<file path="src/sv/rdr_pkg.sv">
// Package for the relative direction rotation block.
// Holds CORDIC constants, arctangent table and fixed-point helpers; no dependencies.
package rdr_pkg;

  localparam int ANGLE_BITS_DEF    = 16;
  localparam int CORDIC_STAGES_DEF = 16;
  localparam int FIELD_W           = 16;
  localparam int PH_W              = 32;
  // CORDIC datapath width; Q2.30 plus guard bits
  localparam int DW                = 36;
  localparam int QW                = 18;   // Q2.16 vector component width
  localparam int ACC_W             = 34;   // phase accumulator, signed

  localparam logic signed [DW-1:0] GAIN_Q30 = DW'(652032874);
  localparam logic signed [QW-1:0] Q16_MAX  = QW'(131071);
  localparam logic signed [QW-1:0] Q16_MIN  = -QW'(131072);
  localparam logic signed [ACC_W-1:0] HALF_TURN = ACC_W'(64'd2147483648);

  typedef logic signed [DW-1:0]    dat_t;
  typedef logic signed [QW-1:0]    q16_t;
  typedef logic signed [ACC_W-1:0] acc_t;

  typedef struct packed {
    logic [FIELD_W-1:0] base_zenith;
    logic [FIELD_W-1:0] base_azimuth;
    logic [FIELD_W-1:0] rel_zenith;
    logic [FIELD_W-1:0] rel_azimuth;
  } in_word_t;

  typedef struct packed {
    logic [FIELD_W-1:0] out_zenith;
    logic [FIELD_W-1:0] out_azimuth;
  } out_word_t;

  // arctangent of 2^-i in 2^32-per-turn units
  function automatic logic [PH_W-1:0] atan_lut(input logic [4:0] i);
    logic [PH_W-1:0] v;
    case (i)
      5'd0:  v = 32'h20000000; 5'd1:  v = 32'h12E4051E;
      5'd2:  v = 32'h09FB385B; 5'd3:  v = 32'h051111D4;
      5'd4:  v = 32'h028B0D43; 5'd5:  v = 32'h0145D7E1;
      5'd6:  v = 32'h00A2F61E; 5'd7:  v = 32'h00517C55;
      5'd8:  v = 32'h0028BE53; 5'd9:  v = 32'h00145F2F;
      5'd10: v = 32'h000A2F98; 5'd11: v = 32'h000517CC;
      5'd12: v = 32'h00028BE6; 5'd13: v = 32'h000145F3;
      5'd14: v = 32'h0000A2FA; 5'd15: v = 32'h0000517D;
      5'd16: v = 32'h000028BE; 5'd17: v = 32'h0000145F;
      5'd18: v = 32'h00000A30; 5'd19: v = 32'h00000518;
      5'd20: v = 32'h0000028C; 5'd21: v = 32'h00000146;
      5'd22: v = 32'h000000A3; 5'd23: v = 32'h00000051;
      5'd24: v = 32'h00000029; 5'd25: v = 32'h00000014;
      5'd26: v = 32'h0000000A; 5'd27: v = 32'h00000005;
      5'd28: v = 32'h00000003; 5'd29: v = 32'h00000001;
      5'd30: v = 32'h00000001; default: v = 32'h00000000;
    endcase
    return v;
  endfunction

  function automatic q16_t sat16(input logic signed [47:0] v);
    if (v > 48'(Q16_MAX)) return Q16_MAX;
    if (v < 48'(Q16_MIN)) return Q16_MIN;
    return QW'(v);
  endfunction

  // rounded, saturated a*b + c*d with Q2.16 operands
  function automatic q16_t mac2(input q16_t a, input q16_t b, input q16_t c, input q16_t d);
    logic signed [47:0] s;
    s = 48'(a) * 48'(b) + 48'(c) * 48'(d) + 48'sd32768;
    return sat16(s >>> 16);
  endfunction

endpackage

</file>
<file path="src/sv/rdr_rot_cell.sv">
// One CORDIC rotation-mode cell: one micro-rotation, registered.
// Depends on rdr_pkg.
module rdr_rot_cell #(
  parameter int STAGE = 0
) (
  input  logic           clk,
  input  logic           en,
  input  rdr_pkg::dat_t  x_i,
  input  rdr_pkg::dat_t  y_i,
  input  rdr_pkg::acc_t  res_i,
  output rdr_pkg::dat_t  x_o,
  output rdr_pkg::dat_t  y_o,
  output rdr_pkg::acc_t  res_o
);
  rdr_pkg::dat_t x_r, y_r;
  rdr_pkg::acc_t res_r;
  rdr_pkg::acc_t ang;

  assign ang = rdr_pkg::ACC_W'(rdr_pkg::atan_lut(5'(STAGE)));

  // rotate toward residual zero
  always_ff @(posedge clk) begin
    if (en) begin
      if (!res_i[rdr_pkg::ACC_W-1]) begin
        x_r   <= x_i - (y_i >>> STAGE);
        y_r   <= y_i + (x_i >>> STAGE);
        res_r <= res_i - ang;
      end else begin
        x_r   <= x_i + (y_i >>> STAGE);
        y_r   <= y_i - (x_i >>> STAGE);
        res_r <= res_i + ang;
      end
    end
  end
  assign x_o = x_r;
  assign y_o = y_r;
  assign res_o = res_r;
endmodule

</file>
<file path="src/sv/rdr_sincos.sv">
// Sine/cosine unit: quadrant fold plus a chain of rotation cells.
// Depends on rdr_pkg and rdr_rot_cell.
module rdr_sincos #(
  parameter int ANGLE_BITS    = rdr_pkg::ANGLE_BITS_DEF,
  parameter int CORDIC_STAGES = rdr_pkg::CORDIC_STAGES_DEF
) (
  input  logic                          clk,
  input  logic                          en,
  input  logic [rdr_pkg::FIELD_W-1:0]   ang_i,
  output rdr_pkg::q16_t                 cos_o,
  output rdr_pkg::q16_t                 sin_o
);
  localparam int SH = rdr_pkg::PH_W - ANGLE_BITS;
  localparam int AW = (ANGLE_BITS < rdr_pkg::FIELD_W) ? ANGLE_BITS : rdr_pkg::FIELD_W;

  logic [rdr_pkg::PH_W-1:0] ph;
  rdr_pkg::dat_t xs [CORDIC_STAGES+1];
  rdr_pkg::dat_t ys [CORDIC_STAGES+1];
  rdr_pkg::acc_t rs [CORDIC_STAGES+1];
  logic [1:0]    qd [CORDIC_STAGES+1];
  rdr_pkg::dat_t xr, yr;
  rdr_pkg::q16_t c, s;

  // input angle to 32-bit phase
  assign ph = rdr_pkg::PH_W'({{(rdr_pkg::PH_W-AW){1'b0}}, ang_i[AW-1:0]}) << SH;
  assign xs[0] = rdr_pkg::GAIN_Q30;
  assign ys[0] = '0;
  assign rs[0] = rdr_pkg::ACC_W'({2'b00, ph[29:0]});
  assign qd[0] = ph[31:30];

  for (genvar i = 0; i < CORDIC_STAGES; i++) begin : g_cell
    logic [1:0] qd_r;
    rdr_rot_cell #(.STAGE(i)) u_cell (
      .clk(clk), .en(en), .x_i(xs[i]), .y_i(ys[i]), .res_i(rs[i]),
      .x_o(xs[i+1]), .y_o(ys[i+1]), .res_o(rs[i+1]));
    always_ff @(posedge clk) begin
      if (en) qd_r <= qd[i];
    end
    assign qd[i+1] = qd_r;
  end

  // round Q2.30 to Q2.16 and unfold quadrant
  assign xr = (xs[CORDIC_STAGES] + rdr_pkg::DW'(8192)) >>> 14;
  assign yr = (ys[CORDIC_STAGES] + rdr_pkg::DW'(8192)) >>> 14;
  assign c = rdr_pkg::QW'(xr);
  assign s = rdr_pkg::QW'(yr);
  always_comb begin
    case (qd[CORDIC_STAGES])
      2'd0:    begin cos_o = c;  sin_o = s;  end
      2'd1:    begin cos_o = -s; sin_o = c;  end
      2'd2:    begin cos_o = -c; sin_o = -s; end
      default: begin cos_o = s;  sin_o = -c; end
    endcase
  end
endmodule

</file>
<file path="config.mk">
export PLATFORM = sky130hd
export DESIGN_NAME = rdr_sincos
export DESIGN_NICKNAME = d
export VERILOG_FILES = /design/src/sv/rdr_pkg.sv /design/src/sv/rdr_rot_cell.sv /design/src/sv/rdr_sincos.sv
export SDC_FILE = /design/constraint.sdc
export NUM_CORES = 2
export LEC_CHECK = 0
export BUFFER_PORTS_ARGS = -buffer_cell sky130_fd_sc_hd__buf_4
export CAP_MARGIN = 30
export CORE_AREA = 5 5 454 456
export CTS_BUF_LIST = sky130_fd_sc_hd__clkbuf_4
export DETAILED_ROUTE_END_ITERATION = 12
export DIE_AREA = 0 0 459 461
export PLACE_DENSITY = 0.83
export SLEW_MARGIN = 30
export SYNTH_ARGS = -nofsm -noshare
export SYNTH_HDL_FRONTEND = slang
export SYNTH_SLANG_ARGS = --single-unit
</file>
<file path="constraint.sdc">
create_clock -name clk -period 4.3 [get_ports clk]
set_input_delay 0.86 -clock clk [delete_from_list [all_inputs] [get_ports clk]]
set_output_delay 0.86 -clock clk [all_outputs]
set_load 0.02 [all_outputs]
</file>
==> run_results.csv <==
group,metric,value,unit
yosys,syn_nets,14132,
worst_setup_path,crit_type,"reg -> out",
grt,grt_pass1_wl,554000,um
worst_setup_path,r2r_cells,22,
die,die_h,461,um
job,cap_violations,0,
worst_setup_path,worstPathMaxFanout,7,
grt,antenna_found_initial,8,
die,die_w,459,um
die,rows,165,
place,gp_congestion,0.988,
sta,layout_setup_ws,-1.12,ns
sta,slew_headroom,26.7,%
status,status,"finished, violations left",
worst_setup_path,cp-startpoint,"g_cell[15].u_cell.y_o[13]",
place,portBuffers,53,
sta,fmax,185,MHz
yosys,synth_top_area_share,35.5,%
yosys,syn_avg_cell_area,9.45,um^2
finish,nets,16492,
die,initial_utilization,59.8,%
yosys,ys_top_cells_by_area,"edfxtp_1 35%, ha_1 14%, xnor2_1 8.4%",
finish,area_growth_syn_to_layout,25.6,%
sta,rsz0062_at_grt,"yes",
sta,drv_slew,0,
status,violations,"antenna violations, negative setup slack",
worst_setup_path,cp-end-kind,"output pin",
drt,drt_iter0_drc,8791,
yosys,synth_cell_types,91,
sta,whs,0.122,ns
hold_path,hold_path.class,"in -> reg",
worst_setup_path,crit_path_end,"cos_o[13]",
cts,ctsLongestPathBuffers,4,
yosys,async_flop_share,0,%
sta,period_share,126,%
drt,wl,359000,um
cts,h-tree-depth,5,
cts,clk_pin_slew,0.08,ns
drt,drc,0,
sta,setup_viol,72,
drt,ant_nets,1,
sta,period_needed,5.42,ns
sta,tightest_slew,1.09,ns
yosys,ys_warn_count,0,
cts,cts_buffers,390,
sta,fin_worst_skew,0.111,ns
grt,track_usage,32.1,%
drt,routedWlPerCell,19.9,um
grt,grt_max_degree,114,
cts,clkLatencyLatePin,1.46,ns
yosys,synth_edf_count,1421,
cts,cts-root-buf,"clkbuf_4",
die,die_area,212000,um^2
yosys,yosysTopAreaCell,"edfxtp_1",
die,coreArea,201000,um^2
yosys,ys.flop_type,"edfxtp_1",
worst_setup_path,worstPathRequired,3.44,ns
grt,grt_pass1_vias,106721,
yosys,synth_most_common_cell,"edfxtp_1",
yosys,synthTopCellsByCount,"1421 x edfxtp_1, 1388 x a21oi_1, 1353 x ha_1",
grt,overflow,0,
worst_setup_path,r2r_end,"g_cell[8].u_cell.x_o[34]",
drt,routed_via_density,6.07,
yosys,syn_area,120000,um^2
drt,vias,109561,
worst_setup_path,start_kind,"flip-flop",
finish,drive_above_1_share,25.3,%
yosys,syn_inst,12726,
place,dp_hpwl,275000,um
worst_setup_path,reg2reg_slack,-0.36,ns
cts,cts_tree,"done",
die,pin_count,54,
place,pre_cts_ws,-0.528,ns
cts,cts_sinks,1421,
yosys,ys_seq_elements,1421,
worst_setup_path,r2r-start,"g_cell[7].u_cell.y_o[12]",
sta,hold_viol_final,0,
worst_setup_path,critPathArrivalTime,4.56,ns
yosys,ys_seq_area_share,35.5,%
drt,first_pass_iters,8,
## state kept, by name (all words and copies together), names as in the netlist
signal / flops
g_cell.u_cell.x_o: 479
g_cell.u_cell.res_o: 429
g_cell.qd_r: 32
g_cell.u_cell.y_o: 481
## critical path, stage by stage (launching register included)
cell,delay [ns]
edfxtp_1,0.46
ha_4,0.23
and4_4,0.28
buf_6,0.12
nand4_1,0.14
xor2_2,0.22
nand2_1,0.11
or3_4,0.40
or3_4,0.40
nand2_2,0.10
nor2_1,0.04
nor2_1,0.12
nor2_1,0.06
a221oi_2,0.28
buf_4,0.21
## worst min path at each step
stage	start	endpoint	slack [ns]	depth (start not counted)
floorplan	g_cell[9].qd_r[0]	g_cell[10].qd_r[0]	0.40	0
global placement	g_cell[0].qd_r[1]	g_cell[1].qd_r[1]	0.40	0
detailed placement	g_cell[9].u_cell.res_o[1]	g_cell[10].u_cell.res_o[1]	0.40	0
CTS	ang_i[8]	g_cell[0].u_cell.res_o[24]	0.01	2
global route	ang_i[8]	g_cell[0].u_cell.res_o[24]	0.10	2
finish	ang_i[8]	g_cell[0].u_cell.res_o[24]	0.12	2
## cells by family (layout without fill, tap and decap cells)
group	count (synthesis)	in the layout	synth area share (%)
other	0	16	0
adder cells (fa/ha/maj)	1388	1388	14.7
AND/OR/NAND/NOR	3564	3564	14.3
buffers and inverters	734	3375	2.30
multiplexers	68	68	0.604
flip-flops	1421	1421	35.5
AO/OA/AOI/OAI	3794	3794	19.8
XOR/XNOR	1757	1757	12.8
## timing repair
action                     CTS  global route
hold buffers                29             0
cloned                       0             0
setup endpoints to repair  237           333
hold endpoints to repair    55             0
resized for setup          492           970
pin swaps                  248           695
buffers inserted           150           223
## cell usage in the layout (no fill, tap or decap), drive strengths merged, types with 31 or more instances in the layout
cell type,count
buf,2130
edfxtp,1421
a21oi,1388
ha,1353
nor2,1167
xnor2,1159
nand2,678
o21ai,633
a21o,600
xor2,598
inv,536
clkbuf,524
nor3,370
nand3,245
o21a,214
nand2b,180
o21bai,170
nor2b,164
a31oi,145
and3,143
clkinv,140
and2,112
or3,104
a211oi,104
nor4,92
nand4,88
or2,59
a21boi,54
o31ai,53
o211ai,51
mux2,37
fa,35
nor3b,35
o31a,34
and4,34
a221oi,33
mux2i,31
## per-layer routing
metal	part of all wire (%)	up-vias	GRT usage [%]
li1	-	52096	-
met1	40	52000	39.2
met2	48	4237	55.6
met3	6.7	1222	5.17
met4	5.5	6	15.1
met5	0.011	-	0
## cell type report
| cell class | count | area, um^2 |
|---|---|---|
| Clock inverter | 149 | 890 |
| Sequential cell | 1421 | 42700 |
| Tap cell | 2672 | 3340 |
| Fill cell | 13827 | 50200 |
| Clock buffer | 524 | 3930 |
| Inverter | 543 | 2070 |
| Multi-Input combinational cell | 10571 | 81200 |
| Antenna cell | 16 | 40.0 |
| Timing Repair Buffer | 2159 | 17000 |
## stage by stage
step	cells	area [um^2]	utilization [%]	setup TNS, ns
6_report	18055	151000	75.1	-25.18
5_1_grt	18043	151000	75.1	-48.18
4_1_cts	17851	145000	72.2	-22.92
3_5_place_dp	17006	137000	68.0	-32.64
3_3_place_gp	17006	137000	68.0	-18.72
2_1_floorplan	12726	120000	-	-0.163
Power is not shown: default switching activity piles up to over one toggle a cycle in this logic, so the estimate is an artifact.
